===== config.mk =====
export PLATFORM = sky130hd
export DESIGN_NAME = word_result_cache_fifo
export DESIGN_NICKNAME = d
export VERILOG_FILES = /design/src/rtl/wrcf_pkg.sv /design/src/rtl/wrcf_ram.sv /design/src/rtl/wrcf_ctrl.sv /design/src/rtl/wrcf_dp.sv /design/src/rtl/word_result_cache_fifo.sv
export SDC_FILE = /design/constraint.sdc
export NUM_CORES = 1
export LEC_CHECK = 0
export ABC_CLOCK_PERIOD_IN_PS = 8600
export BUFFER_PORTS_ARGS = -buffer_cell sky130_fd_sc_hd__buf_2
export CAP_MARGIN = 20
export CORE_MARGIN = 3
export CORE_UTILIZATION = 40
export CTS_BUF_LIST = sky130_fd_sc_hd__clkbuf_4 sky130_fd_sc_hd__clkbuf_8
export DETAILED_ROUTE_END_ITERATION = 16
export PLACE_DENSITY = 0.65
export SKIP_CTS_REPAIR_TIMING = 1
export SLEW_MARGIN = 40
export SYNTH_ARGS = -nofsm -noshare
export SYNTH_HDL_FRONTEND = slang
export SYNTH_SLANG_ARGS = --single-unit

===== constraint.sdc =====
create_clock -name i_clk -period 8.6 [get_ports i_clk]
set_clock_uncertainty 0.1 [all_clocks]
set_input_delay 0.86 -clock i_clk [delete_from_list [all_inputs] [get_ports i_clk]]
set_output_delay 0.86 -clock i_clk [all_outputs]
set_load 0.02 [all_outputs]

===== src/rtl/wrcf_pkg.sv =====
// shared types and constants for the word result cache
// no dependencies
`timescale 1ns / 1ps

package wrcf_pkg;

    localparam int KEY_W      = 64;
    localparam int LEN_W      = 8;
    localparam int SLOT_W     = 4;
    localparam int CMD_W      = 2;
    localparam int IN_DATA_W  = 80;
    localparam int OUT_DATA_W = 8;

    typedef enum logic [CMD_W-1:0] {
        CMD_LOOKUP = 2'd0,
        CMD_PUT    = 2'd1,
        CMD_CLEAR  = 2'd2
    } t_cmd;

    // controller to datapath
    typedef struct packed {
        logic capture;
        logic step;
        logic finish;
        logic hit_ok;
    } t_ctrl_cmd;

    // datapath to controller
    typedef struct packed {
        logic is_lookup;
        logic walk_empty;
        logic match;
        logic last;
        logic out_free;
    } t_dp_status;

endpackage


===== src/rtl/wrcf_ram.sv =====
// generic single write, single read ram with registered read data
// no dependencies
`timescale 1ns / 1ps

module wrcf_ram #(
    parameter int WIDTH = 73,
    parameter int DEPTH = 16
) (
    input  logic                     i_clk,
    input  logic                     i_we,
    input  logic [$clog2(DEPTH)-1:0] i_waddr,
    input  logic [WIDTH-1:0]         i_wdata,
    input  logic [$clog2(DEPTH)-1:0] i_raddr,
    output logic [WIDTH-1:0]         o_rdata
);

    logic [WIDTH-1:0] r_mem [DEPTH];
    logic [WIDTH-1:0] r_rdata;

    always_ff @(posedge i_clk) begin
        if (i_we) begin
            r_mem[i_waddr] <= i_wdata;
        end
        r_rdata <= r_mem[i_raddr];
    end

    assign o_rdata = r_rdata;

endmodule


===== src/rtl/wrcf_ctrl.sv =====
// sequencer for the word result cache: accept, walk, finish
// depends on wrcf_pkg
`timescale 1ns / 1ps

module wrcf_ctrl (
    input  logic                   i_clk,
    input  logic                   i_rst_n,
    input  logic                   i_s_valid,
    output logic                   o_s_ready,
    input  wrcf_pkg::t_dp_status   i_status,
    output wrcf_pkg::t_ctrl_cmd    o_cmd
);
    import wrcf_pkg::*;

    typedef enum logic [2:0] {
        ST_IDLE  = 3'b001,
        ST_START = 3'b010,
        ST_CMP   = 3'b100
    } t_state;

    t_state    r_state;
    t_state    n_state;
    t_ctrl_cmd w_cmd;

    always_comb begin
        n_state = r_state;
        w_cmd   = '0;
        unique case (r_state)
            ST_IDLE: begin
                if (i_s_valid) begin
                    w_cmd.capture = 1'b1;
                    n_state       = ST_START;
                end
            end
            ST_START: begin
                if (i_status.is_lookup && !i_status.walk_empty) begin
                    n_state = ST_CMP;
                end else if (i_status.out_free) begin
                    w_cmd.finish = 1'b1;
                    n_state      = ST_IDLE;
                end
            end
            ST_CMP: begin
                w_cmd.hit_ok = 1'b1;
                if (i_status.match || i_status.last) begin
                    if (i_status.out_free) begin
                        w_cmd.finish = 1'b1;
                        n_state      = ST_IDLE;
                    end
                end else begin
                    w_cmd.step = 1'b1;
                end
            end
            default: begin
                n_state = ST_IDLE;
            end
        endcase
    end

    always_ff @(posedge i_clk) begin
        if (!i_rst_n) begin
            r_state <= ST_IDLE;
        end else begin
            r_state <= n_state;
        end
    end

    assign o_s_ready = (r_state == ST_IDLE);
    assign o_cmd     = w_cmd;

    a_one_action: assert property (@(posedge i_clk) disable iff (!i_rst_n)
        !(w_cmd.finish && w_cmd.step))
        else $error("finish and step together");

    a_capture_idle: assert property (@(posedge i_clk) disable iff (!i_rst_n)
        w_cmd.capture |=> (r_state == ST_START))
        else $error("capture did not start the item");

    a_finish_free: assert property (@(posedge i_clk) disable iff (!i_rst_n)
        w_cmd.finish |-> i_status.out_free)
        else $error("result loaded into a full output register");

endmodule


===== src/rtl/wrcf_dp.sv =====
// datapath for the word result cache: item register, fifo pointers,
// walk index, entry ram and output register; depends on wrcf_pkg, wrcf_ram
`timescale 1ns / 1ps

module wrcf_dp #(
    parameter int CACHE_ENTRIES = 16,
    parameter int MAX_WORD_LEN  = 32,
    parameter int KEY_BITS      = 64
) (
    input  logic                                 i_clk,
    input  logic                                 i_rst_n,
    input  logic [wrcf_pkg::CMD_W-1:0]           i_s_cmd,
    input  logic [wrcf_pkg::IN_DATA_W-1:0]       i_s_data,
    output logic                                 o_m_valid,
    input  logic                                 i_m_ready,
    output logic [wrcf_pkg::OUT_DATA_W-1:0]      o_m_data,
    input  wrcf_pkg::t_ctrl_cmd                  i_cmd,
    output wrcf_pkg::t_dp_status                 o_status
);
    import wrcf_pkg::*;

    localparam int IW    = $clog2(CACHE_ENTRIES);
    localparam int CW    = $clog2(CACHE_ENTRIES + 1);
    localparam int ENT_W = KEY_BITS + LEN_W + 1;

    localparam logic [IW-1:0]    LAST_IDX = IW'(CACHE_ENTRIES - 1);
    localparam logic [CW-1:0]    FULL_CNT = CW'(CACHE_ENTRIES);
    localparam logic [LEN_W-1:0] MAX_LEN  = LEN_W'(MAX_WORD_LEN);

    t_cmd                r_cmd;
    logic [KEY_BITS-1:0] r_key;
    logic [LEN_W-1:0]    r_len;
    logic                r_val;

    logic [IW-1:0] r_wp;
    logic [CW-1:0] r_cnt;
    logic [IW-1:0] r_idx;
    logic [CW-1:0] r_left;

    logic                  r_m_valid;
    logic [OUT_DATA_W-1:0] r_m_data;

    logic [IW-1:0]       w_newest;
    logic [IW-1:0]       w_prev;
    logic [IW-1:0]       w_raddr;
    logic [ENT_W-1:0]    w_rdata;
    logic [KEY_BITS-1:0] w_ent_key;
    logic [LEN_W-1:0]    w_ent_len;
    logic                w_ent_val;
    logic                w_match;
    logic                w_put_ok;
    logic                w_we;
    logic                w_out_free;
    logic                w_hit;
    logic                w_stored;
    logic [SLOT_W-1:0]   w_slot;

    assign w_newest = (r_wp == '0) ? LAST_IDX : r_wp - 1'b1;
    assign w_prev   = (r_idx == '0) ? LAST_IDX : r_idx - 1'b1;
    // on a step the next entry is addressed so its data is ready next cycle
    assign w_raddr  = i_cmd.step ? w_prev : r_idx;

    assign w_put_ok = (r_cmd == CMD_PUT) && (r_len != '0) && (r_len < MAX_LEN);
    assign w_we     = i_cmd.finish && w_put_ok;

    wrcf_ram #(
        .WIDTH (ENT_W),
        .DEPTH (CACHE_ENTRIES)
    ) u_ram (
        .i_clk   (i_clk),
        .i_we    (w_we),
        .i_waddr (r_wp),
        .i_wdata ({r_val, r_len, r_key}),
        .i_raddr (w_raddr),
        .o_rdata (w_rdata)
    );

    assign w_ent_key = w_rdata[KEY_BITS-1:0];
    assign w_ent_len = w_rdata[KEY_BITS +: LEN_W];
    assign w_ent_val = w_rdata[ENT_W-1];
    assign w_match   = (w_ent_key == r_key) && (w_ent_len == r_len);

    assign w_out_free = !r_m_valid || i_m_ready;

    assign w_hit    = (r_cmd == CMD_LOOKUP) && i_cmd.hit_ok && w_match;
    assign w_stored = w_put_ok;
    assign w_slot   = w_hit ? SLOT_W'(r_idx) : (w_stored ? SLOT_W'(r_wp) : '0);

    // item register and walk position
    always_ff @(posedge i_clk) begin
        if (i_cmd.capture) begin
            r_cmd  <= t_cmd'(i_s_cmd);
            r_key  <= i_s_data[KEY_BITS-1:0];
            r_len  <= i_s_data[KEY_W +: LEN_W];
            r_val  <= i_s_data[KEY_W + LEN_W];
            r_idx  <= w_newest;
            r_left <= r_cnt;
        end else if (i_cmd.step) begin
            r_idx  <= w_prev;
            r_left <= r_left - 1'b1;
        end
    end

    // fifo pointers: slots fill upward from zero, then the oldest is reused
    always_ff @(posedge i_clk) begin
        if (!i_rst_n) begin
            r_wp  <= '0;
            r_cnt <= '0;
        end else if (i_cmd.finish) begin
            unique case (r_cmd)
                CMD_PUT: begin
                    if (w_put_ok) begin
                        r_wp <= (r_wp == LAST_IDX) ? '0 : r_wp + 1'b1;
                        if (r_cnt != FULL_CNT) begin
                            r_cnt <= r_cnt + 1'b1;
                        end
                    end
                end
                CMD_CLEAR: begin
                    r_wp  <= '0;
                    r_cnt <= '0;
                end
                default: begin
                end
            endcase
        end
    end

    // output register
    always_ff @(posedge i_clk) begin
        if (!i_rst_n) begin
            r_m_valid <= 1'b0;
        end else if (i_cmd.finish) begin
            r_m_valid <= 1'b1;
        end else if (i_m_ready) begin
            r_m_valid <= 1'b0;
        end
    end

    always_ff @(posedge i_clk) begin
        if (i_cmd.finish) begin
            r_m_data <= {1'b0, w_stored, w_hit & w_ent_val, w_slot, w_hit};
        end
    end

    assign o_m_valid = r_m_valid;
    assign o_m_data  = r_m_data;

    assign o_status.is_lookup  = (r_cmd == CMD_LOOKUP);
    assign o_status.walk_empty = (r_left == '0);
    assign o_status.match      = w_match;
    assign o_status.last       = (r_left == CW'(1));
    assign o_status.out_free   = w_out_free;

    a_cnt_range: assert property (@(posedge i_clk) disable iff (!i_rst_n)
        r_cnt <= FULL_CNT)
        else $error("entry count beyond depth");

    a_fill_order: assert property (@(posedge i_clk) disable iff (!i_rst_n)
        (r_cnt != FULL_CNT) |-> (r_wp == r_cnt[IW-1:0]))
        else $error("write pointer out of step with fill count");

    a_step_left: assert property (@(posedge i_clk) disable iff (!i_rst_n)
        i_cmd.step |-> (r_left > CW'(1)))
        else $error("walk stepped past the oldest entry");

endmodule


===== src/rtl/word_result_cache_fifo.sv =====
// top level of the word result cache with fifo replacement
// depends on wrcf_pkg, wrcf_ctrl, wrcf_dp, wrcf_ram
`timescale 1ns / 1ps

// usage
//   slave stream carries one command per beat: tuser is the command
//   (lookup, put, clear), tdata the word key, length and put value.
//   master stream returns exactly one result beat per command.
//   lookup walks the stored words from newest to oldest, one entry per
//   cycle through the entry ram read port, and stops at the first match.
//   after accept, put, clear and other codes finish from a start state;
//   a lookup with stored words goes on from there to a compare state.
//   one command is in work at a time; the next is taken once the
//   controller has returned to idle after its predecessor's result
//   is registered.
//   puts fill slots from zero upward, then overwrite the oldest entry.
//   reset empties the cache at once, with no clearing sweep.
//   the result sits in an output register: a stalled receiver does not
//   stop the next command being accepted, only its completion.
module word_result_cache_fifo #(
    parameter int CACHE_ENTRIES = 16,
    parameter int MAX_WORD_LEN  = 32,
    parameter int KEY_BITS      = 64
) (
    input  logic                              i_clk,
    input  logic                              i_rst_n,
    input  logic                              i_s_axis_tvalid,
    output logic                              o_s_axis_tready,
    // word_key[63:0], word_length[71:64], put_value[72], zero pad
    input  logic [wrcf_pkg::IN_DATA_W-1:0]    i_s_axis_tdata,
    // command[1:0]
    input  logic [wrcf_pkg::CMD_W-1:0]        i_s_axis_tuser,
    output logic                              o_m_axis_tvalid,
    input  logic                              i_m_axis_tready,
    // hit[0], slot[4:1], cached_value[5], stored[6], zero pad
    output logic [wrcf_pkg::OUT_DATA_W-1:0]   o_m_axis_tdata
);
    import wrcf_pkg::*;

    t_ctrl_cmd  w_cmd;
    t_dp_status w_status;

    wrcf_ctrl u_ctrl (
        .i_clk     (i_clk),
        .i_rst_n   (i_rst_n),
        .i_s_valid (i_s_axis_tvalid),
        .o_s_ready (o_s_axis_tready),
        .i_status  (w_status),
        .o_cmd     (w_cmd)
    );

    wrcf_dp #(
        .CACHE_ENTRIES (CACHE_ENTRIES),
        .MAX_WORD_LEN  (MAX_WORD_LEN),
        .KEY_BITS      (KEY_BITS)
    ) u_dp (
        .i_clk     (i_clk),
        .i_rst_n   (i_rst_n),
        .i_s_cmd   (i_s_axis_tuser),
        .i_s_data  (i_s_axis_tdata),
        .o_m_valid (o_m_axis_tvalid),
        .i_m_ready (i_m_axis_tready),
        .o_m_data  (o_m_axis_tdata),
        .i_cmd     (w_cmd),
        .o_status  (w_status)
    );

endmodule

# After elaboration in Yosys (flattened, before gate mapping)

Memory sizes are Yosys's and may differ from the RTL's. A register that Yosys moved wholly into a read port is not among the register bits.
Index checks and enable logic that the tools add are counted.
W data, S select, Z words.

Memory bits (writable): 1168
Bits in registers: 104
Output and inout port bits: 10
Memories kept: 1

Bitwise logic cells: 1
$add $sub $neg: 5
Reduce and logical (&&, ||, !) cells: 22
Equality and inequality tests: 14
Multiplexer cells: 32
$lt $le $gt $ge: 1

Memory list:

| name             | words | width | read ports | clocked after Yosys merged registers in | wr ports | RTL line       | RTL |
|---|---|---|---|---|---|---|---|
| u_dp.u_ram.r_mem | 16    | 73    | 1          | 1                                       | 1        | wrcf_ram.sv:17 | `logic [WIDTH-1:0] r_mem [DEPTH];` |

Operator list:

| operator              | count |
|---|---|
| $eq A64 B64 Y1        | 1 |
| $mux W4               | 8 |
| $mux W5               | 4 |
| $mux W1               | 12 |
| $mux W3               | 4 |
| $pmux W5 S2           | 1 |
| $pmux W3 S3           | 1 |
| $eq A8 B8 Y1          | 1 |
| $logic_not A4 Y1      | 2 |
| $lt A8 B6 Y1 const B  | 1 |
| $pmux W4 S2           | 1 |
| $reduce_bool A8 Y1    | 1 |
| $sub A4 B1 Y4 const B | 2 |
| $logic_and A1 B1 Y1   | 7 |
| $reduce_bool A2 Y1    | 3 |
| $add A5 B1 Y5 const B | 1 |
| $eq A5 B1 Y1 const B  | 1 |
| $logic_not A5 Y1      | 1 |
| $ne A5 B5 Y1 const B  | 1 |
| $sub A5 B1 Y5 const B | 1 |
| $add A4 B1 Y4 const B | 1 |
| $eq A4 B4 Y1 const B  | 1 |
| $ne A2 B1 Y1 const B  | 2 |
| $ne A2 B2 Y1 const B  | 2 |
| 13 further kinds      | 15 |

# Depth between registers and ports, before layout

Gate-level depths: netlist of the first run.

Word-level depth: 8
Gate-level depth with buffers: 13
Gate-level depth less buffers: 10

# Hierarchy

Synthesis of the first run repeated with hierarchy kept, for this count alone.

Cell total of the unflattened synthesis: 2239
Area, all modules: 49981.7 um^2

Modules (own cells, without submodules):

| module    | cells each | times used | sequential area each (um^2) | area an instance (um^2) |
|---|---|---|---|---|
| wrcf_ram  | 1875       | 1          | 36535.0                     | 45127.0 |
| wrcf_dp   | 337        | 1          | 2892.8                      | 4613.2 |
| wrcf_ctrl | 27         | 1          | 60.1                        | 241.5 |

# Least setup slack after synthesis of the first run

Ideal clock, no wire load.

Kind: flip-flop to flip-flop
From: reg u_dp.r_key[14]
To: mem u_dp.u_ram.r_mem[0][0], enable pin
Clock period less this slack: 8.090 ns
Arrival time: 7.396 ns
Path slack: 0.510 ns
Cell stages (with the launch flop): 11
Data required time: 7.906 ns
Library setup time: 0.594 ns
Cells stage by stage: edfxtp_1 xor2_1 nor4_1 nand4_1 nor3_4 a21oi_1 o21ai_1 and3_1 clkbuf_1 nand2_1 nor3_1

Word-level cells in the longest chain between the ends: 8

Ends and longest elaborated chain:

| element                       | RTL line        | RTL |
|---|---|---|
| start: declaration            | wrcf_dp.sv:31   | `logic [KEY_BITS-1:0] r_key;` |
| start signal: assignment      | wrcf_dp.sv:93   | `r_key <= i_s_data[KEY_BITS-1:0];` |
| $eq A64 B64 Y1                | wrcf_dp.sv:81   | `assign w_match = (w_ent_key == r_key) && (w_ent_len == r_len);` |
| $logic_and A1 B1 Y1           | wrcf_dp.sv:81   |  |
| $logic_or A1 B1 Y1            | wrcf_ctrl.sv:45 | `if (i_status.match \|\| i_status.last) begin` |
| $mux W1                       | wrcf_ctrl.sv:45 |  |
| $pmux W1 S2                   | wrcf_ctrl.sv:28 | `unique case (r_state)` |
| $logic_and A1 B1 Y1           | wrcf_dp.sv:64   | `assign w_we = i_cmd.finish && w_put_ok;` |
| $mux W1                       | wrcf_ram.sv:21  | `if (i_we) begin` |
| $mux W1 (not written as such) | wrcf_ram.sv:22  | `r_mem[i_waddr] <= i_wdata;` |
| end: declaration              | wrcf_ram.sv:17  |  |

Every way passes these cells.

# Worst setup path in the final report of the first run

From: reg u_dp.r_key[11]
To: mem u_dp.u_ram.r_mem[11][36], enable pin

The elaborated chain is that of the path after synthesis.

==> results of run 1 <==
[cell usage after synthesis, types with 6 or more instances]
cell      number
a21oi_1       13
a22oi_1       73
a41oi_1       72
buf_1          9
buf_2         33
buf_4         17
buf_6          6
clkbuf_1     117
dfxtp_1       90
edfxtp_1    1255
ha_1          10
inv_1         15
mux2i_1        6
mux4_2       220
nand2_1       90
nand2b_1       9
nand3_1      221
nand4_1       78
nor2_1        36
nor2b_1        6
nor3_1         6
nor4_1        19
o211ai_1      73
o21ai_0      155
xor2_1        76
[cells by family after synthesis]
kind of cell,share of synthesized area
flip-flops,0.7676
AND/OR/NAND/NOR,0.04787
AO/OA/AOI/OAI,0.05373
multiplexers,0.09770
buffers and inverters,0.01729
XOR/XNOR,0.01328
adder cells (fa/ha/maj),0.002432
other,0.00007290
[metal layers]
layer / GRT usage / vias to the layer above / wire length, um
met5: 0 / - / 13
met2: 0.3141 / 1324 / 62260
li1: - / 11740 / -
met3: 0.03431 / 212 / 9664
met4: 0.05824 / 2 / 2747
met1: 0.2612 / 14420 / 52030
[power breakdown]
group / switching (mW) / internal [mW] / total (mW) / leakage (nW)
combinational: 0.652 / 0.443 / 1.10 / 4.10
sequential: 0.206 / 7.38 / 7.59 / 12.1
clock: 2.42 / 2.98 / 5.40 / 2.29
total: 3.28 / 10.8 / 14.1 / 18.5
[worst paths after layout]
path                      startpoint                        to  slack [ns]  cells past startpoint
setup / recovery      u_dp.r_key[11]  u_dp.u_ram.r_mem[11][36]        2.84                     10
hold / removal    i_s_axis_tdata[44]            u_dp.r_key[44]        0.04                      1
setup reg to reg      u_dp.r_key[11]  u_dp.u_ram.r_mem[11][36]        2.84                     10
hold reg to reg    u_ctrl.r_state[2]         u_ctrl.r_state[1]        0.40                      1
[worst register-to-register path: stages, from the launching register on]
cell	delay, ns
edfxtp_1	0.70
xor2_1	0.36
nor4_1	0.71
nand4_1	0.39
nor3_4	0.62
a21oi_1	0.16
o21ai_1	0.41
and3_1	0.41
nand2_1	0.30
nor2_4	0.66
buf_12	0.53
[registers in the layout, summed over array words and instances, names as in the netlist]
register,flops
u_ctrl.r_state,3
u_dp.r_cmd,2
u_dp.r_cnt,5
u_dp.r_left,5
u_dp.r_wp,4
u_dp.r_idx,4
u_dp.r_len,8
u_dp.o_m_data,7
u_dp.u_ram.r_mem,1168
u_dp.r_val,1
u_dp.o_m_valid,1
u_dp.u_ram.o_rdata,73
u_dp.r_key,64
[layout make-up]
| class | instances | share of cell area |
|---|---|---|
| tap | 1650 | 0.03523 |
| multi-input combinational | 1210 | 0.1931 |
| clock inverter | 49 | 0.005893 |
| inverter | 15 | 0.001004 |
| timing repair buffer | 153 | 0.02372 |
| clock buffer | 328 | 0.06711 |
| sequential | 1345 | 0.6739 |
| antenna | 2 | 0.00008541 |
==> flow_metrics.env, run 1 <==
export IMPL_outcome="completed"
export IMPL_crit_family="simple AND/OR/NAND/NOR gates"
export IMPL_endpoint_kind="register"
export IMPL_yosysTopAreaCellShare=0.7326
export IMPL_critPathBufInv=1
export IMPL_cts_tree="yes"
export IMPL_drc_errors=0
export IMPL_fmax_mhz=173.6
export IMPL_mappedNetlistNets=2848
export IMPL_period_needed_ns=5.760
export IMPL_powerDensity_mw_per_mm2=240.4
export IMPL_synth_cells=2752
export IMPL_hold_path_class="in2reg"
export IMPL_place_gp_congestion=0.7344
export IMPL_max_stage_delay_ns=0.70
export IMPL_antenna_found_initial=3
export IMPL_fin_cells=4752
export IMPL_syn_area_per_cell_um2=18.69
export IMPL_grt_max_degree=148
export IMPL_seq_area_mm2=0.03949
export IMPL_synth_edf_count=1255
export IMPL_hold_viol_final=0
export IMPL_yosysSeqAreaShare=0.7676
export IMPL_fillCellCount=10500
export IMPL_cap_viol_max_count=0
export IMPL_first_global_vias=28050
export IMPL_synth_warnings=0
export IMPL_final_setup_tns_ns=0
export IMPL_drt_vias_per_instance=5.829
export IMPL_cts_path_max_buffers=3
export IMPL_drt_first_pass_iters=7
export IMPL_postLayoutSetupSlackWorst_ns=2.840
export IMPL_tightest_slew_ns=0.9077
export IMPL_slew_headroom=0.3949
export IMPL_hold_worst_slack_ns=0.04424
export IMPL_dieArea_mm2=0.1329
export IMPL_layout_common_cells="1,255 x edfxtp_1, 235 x clkbuf_8, 221 x nand3_1"
export IMPL_io_buffer_count=87
export IMPL_worstSetupStartpointType="register"
export IMPL_cts_sinks=1345
export IMPL_grt_remaining_overflow=0
export IMPL_slew_viol_final=0
export IMPL_drt_iter0_markers=3038
export IMPL_multi_input_area_mm2=0.01131
export IMPL_leakage_nw=18.46
export IMPL_dp_cells=4370
export IMPL_preCtsSetupSlack_ns=2.860
export IMPL_vdd_ir_drop_max_mv=0.1686
export IMPL_slowest_stage="edfxtp_1"
export IMPL_fin_area_mm2=0.05860
export IMPL_numCtsBuffers=206
export IMPL_dp_final_hpwl_mm=62.56
export IMPL_arrival_ns=6.15
export IMPL_synth_area_mm2=0.05144
export IMPL_layout_nets=3027
export IMPL_path_clk_slew_ns=0.06
export IMPL_path_max_fanout=58
export IMPL_clockRootBuffer="clkbuf_8"
export IMPL_wirelength_mm=126.7
export IMPL_yosysTopAreaCell="edfxtp_1"
export IMPL_area_delta_synth_final_pct=13.91
export IMPL_synth_seq_cells=1345
export IMPL_cts_htree_levels=4
export IMPL_power_mw=14.08
export IMPL_io_pins=96
export IMPL_post_drt_wl_per_cell_um=26.67
export IMPL_track_usage=0.1912
export IMPL_fp_dieW_um=364.6
export IMPL_setup_viol=0
export IMPL_synthArstFlopShare=0
export IMPL_grt_first_pass_wirelength_mm=187.8
export IMPL_synth_area_top_cells="edfxtp_1 73%, mux4_2 9.6%, dfxtp_1 3.5%"
export IMPL_final_common_cell="edfxtp_1"
export IMPL_start_util=0.4060
export IMPL_clk_latency_ns=0.89
export IMPL_min_period_over_period=0.6698
export IMPL_fin_util=0.4625
export IMPL_crit_chain="xor2_1 -> nor4_1 -> nand4_1 -> nor3_4 -> a21oi_1 -> o21ai_1 -> and3_1 -> nand2_1 -> nor2_4 -> buf_12"
export IMPL_ys_dominant_reg_cell="edfxtp_1"
export IMPL_drive_above_1_share=0.2465
export IMPL_vias=27700
export IMPL_core_area_mm2=0.1267
export IMPL_worstPathRequired_ns=8.99
export IMPL_die_h_um=364.6
export IMPL_num_rows=130
export IMPL_ys_types=54
export IMPL_ant_nets=0
export IMPL_placedInstanceArea_mm2=0.05424
export IMPL_criticalPathCategory="reg2reg"
export IMPL_rsz0062_at_grt="false"
Power figures use the tool's default switching activity.
==> inputs of run 2 (changes only) <==
ABC_AREA = 1   (was default)
ABC_CLOCK_PERIOD_IN_PS = 5520   (was 8600)
PLACE_DENSITY = 0.63   (was 0.65)
clock period = 5.52 ns   (was 8.6 ns; I/O delays follow)
==> run 2 against run 1 <==
  * Sequential share of layout area decreased by 7.5 points
  * Utilization increased by 0.12 points
  * Synthesized cell count increased by 94%
  * Routed wire length increased by 16%
  * First-iteration DRC count increased by 17%
  * Critical path type unchanged
==> flow_metrics.env, run 2 <==
export IMPL_outcome="completed"
export IMPL_rsz0062_at_grt="false"
export IMPL_worstSetupStartpointType="register"
export IMPL_vdd_ir_drop_max_mv=0.3207
export IMPL_met2_usage=0.3141
export IMPL_synthArstFlopShare=0
export IMPL_gr_usage_met3=0.03640
export IMPL_synthTopCellsByCount="1,255 x edfxtp_1, 1,185 x nand3_1, 1,061 x inv_1, 1,048 x nand2_1, 219 x nand3b_1"
export IMPL_yosysSeqAreaShare=0.6857
export IMPL_min_period_over_period=0.8697
export IMPL_cts_tree="yes"
export IMPL_area_delta_synth_final_pct=14.54
export IMPL_layout_common_cells="1,255 x edfxtp_1, 1,185 x nand3_1, 1,061 x inv_1"
export IMPL_path_max_fanout=18
export IMPL_cts_sinks=1345
export IMPL_crit_start="u_dp.r_key[40]"
export IMPL_first_global_vias=36890
export IMPL_antenna_found_initial=2
export IMPL_mappedNetlistNets=5445
export IMPL_hp_start="i_s_axis_tdata[51]"
export IMPL_vias=38170
export IMPL_powerDensity_mw_per_mm2=403.0
export IMPL_top_register="u_dp.u_ram.r_mem"
export IMPL_criticalPathCategory="reg2reg"
export IMPL_core_area_mm2=0.1423
export IMPL_hold_viol_final=0
export IMPL_cts_htree_levels=4
export IMPL_final_common_cell="edfxtp_1"
export IMPL_synth_seq_cells=1345
export IMPL_synthXorXnorAreaFrac=0.005019
export IMPL_r2r_start="u_dp.r_key[40]"
export IMPL_slew_viol_final=0
export IMPL_netSwitchingFraction=0.3026
export IMPL_endpoint_kind="register"
export IMPL_drt_vias_per_instance=5.009
export IMPL_synth_compound_area_share=0.003715
export IMPL_num_rows=138
export IMPL_dp_cells=7137
export IMPL_synth_area_mm2=0.05759
export IMPL_synth_warnings=0
export IMPL_layout_nets=5637
export IMPL_io_buffer_count=87
export IMPL_synthSimpleGateAreaFrac=0.2093
export IMPL_ys_dominant_reg_cell="edfxtp_1"
export IMPL_dieArea_mm2=0.1486
export IMPL_tightest_slew_ns=0.8613
export IMPL_cap_viol_max_count=0
export IMPL_clockPowerShare=0.340
export IMPL_syn_area_per_cell_um2=10.77
export IMPL_period_needed_ns=4.801
export IMPL_track_usage=0.1961
export IMPL_largest_reg_flops=1168
export IMPL_fin_cells=7621
export IMPL_drt_first_pass_iters=7
export IMPL_synth_area_top_cells="edfxtp_1 65%, nand3_1 10%, inv_1 6.9%"
export IMPL_synth_top_family_by_area="simple AND/OR/NAND/NOR gates"
export IMPL_yosysTopAreaCellShare=0.6544
export IMPL_slew_headroom=0.4258
export IMPL_fp_dieW_um=385.4
export IMPL_path_clk_slew_ns=0.06
export IMPL_p_comb_frac=0.205
export IMPL_drive_above_1_share=0.1032
export IMPL_start_util=0.4048
export IMPL_synth_most_common_cell="edfxtp_1"
export IMPL_hold_depth=2
export IMPL_leakage_nw=27.27
export IMPL_numCtsBuffers=213
export IMPL_wirelength_mm=147.1
export IMPL_grt_max_degree=127
export IMPL_dp_final_hpwl_mm=67.01
export IMPL_place_gp_congestion=0.7525
export IMPL_p_int_mw=18.54
export IMPL_fillCellCount=12780
export IMPL_post_drt_wl_per_cell_um=19.30
export IMPL_power_frac_seq=0.456
export IMPL_setup_viol=0
export IMPL_ant_nets=0
export IMPL_net_switching_power_mw=8.044
export IMPL_io_pins=96
export IMPL_drc_errors=0
export IMPL_fmax_mhz=208.3
export IMPL_grt_first_pass_wirelength_mm=220.7
export IMPL_clk_latency_ns=0.91
export IMPL_yosysTopAreaCell="edfxtp_1"
export IMPL_hold_worst_slack_ns=0.2569
export IMPL_grt_remaining_overflow=0
export IMPL_synth_cells=5349
export IMPL_synth_edf_count=1255
export IMPL_worstPathRequired_ns=5.96
export IMPL_hold_path_class="in2reg"
export IMPL_r2r_cells=17
export IMPL_synth_mux_area_frac=0
export IMPL_gr_usage_met1=0.2681
export IMPL_drt_iter0_markers=3563
export IMPL_synth_fa_ha_area_frac=0.002173
export IMPL_clockRootBuffer="clkbuf_8"
export IMPL_arrival_ns=5.24
export IMPL_cts_path_max_buffers=3
export IMPL_grt_busiest_layer="met2"
export IMPL_ys_types=37
export IMPL_die_h_um=385.4
-- run 2: changes by cell type after synthesis, sizes merged, moves of 73 or more --
cell	before	now
inv	15	1064
nand3	221	1187
nand2	91	1052
mux4	220	0
nand3b	0	219
buf	65	246
o21ai	156	18
clkbuf	117	35
nand4	78	4
a22oi	73	0
-- run 2: layout make-up --
type / count / area, um^2 / share of cell area
diodes: 2 / 5.005 / 0.00007587
clock buffers: 334 / 3959 / 0.06001
clock inverters: 69 / 653.1 / 0.009901
inverters: 1064 / 4001 / 0.06066
multi-input cells: 2659 / 12910 / 0.1957
flip-flops and latches: 1345 / 39490 / 0.5986
well taps: 1890 / 2365 / 0.03585
repair buffers: 258 / 2587 / 0.03923
-- run 2: cells by family (layout without fill, tap and decap cells) --
group / count (synthesis) / after routing
AO/OA/AOI/OAI: 38 / 38
XOR/XNOR: 33 / 33
adder cells (fa/ha/maj): 10 / 10
buffers and inverters: 1345 / 1725
flip-flops: 1345 / 1345
other: 1 / 3
AND/OR/NAND/NOR: 2577 / 2577
-- run 2: final timing paths --
kind	end	slack (ns)
hold reg to reg	u_dp.r_cnt[1]	0.43
setup / recovery	u_dp.u_ram.r_mem[11][13]	0.72
setup reg to reg	u_dp.u_ram.r_mem[11][13]	0.72
hold / removal	u_dp.r_key[51]	0.26
-- run 2: worst max-delay path: stages, from the launching register on --
cell,delay [ns]
edfxtp_1,0.71
inv_1,0.10
nand2_1,0.08
nand2_1,0.05
nor2_1,0.13
nand2_1,0.11
nor2_1,0.32
nand2_1,0.20
nor2_2,0.14
nand3_2,0.16
nand3_1,0.12
nand2_1,0.17
inv_1,0.32
nand2_1,0.18
inv_1,0.18
nand2_1,0.23
nor2_4,0.64
buf_4,0.45
-- run 2: power by group through the flow --
stage	clock (mW)	sequential [mW]	combinational, mW
floorplan	0	12.2	3.80
global placement	0	12.3	5.32
detailed placement	0	12.3	5.38
CTS	9.21	12.1	5.42
global route	9.68	12.2	6.07
finish	9.03	12.1	5.44
-- run 2: layer usage --
layer  vias to the layer above  part of all wire
met3                       291             0.077
met2                      1458              0.46
met5                         -          0.000088
met1                     18370              0.43
li1                      18060                 -
met4                         2             0.026
-- run 2: metrics by stage --
stage                     utilization  power [mW]  instance area (um^2)  TNS (ns)  setup slack (ns)
final                          0.4636       26.58                 65960         0            0.7191
after global routing           0.4636       27.92                 65960         0            0.4204
after CTS                      0.4580       26.73                 65170         0            0.7480
after detailed placement       0.4256       17.69                 60560         0            0.8071
after global placement         0.4254       17.62                 60530         0            0.8490
after floorplan                     -       16.00                 57590    -85.62          -0.09134
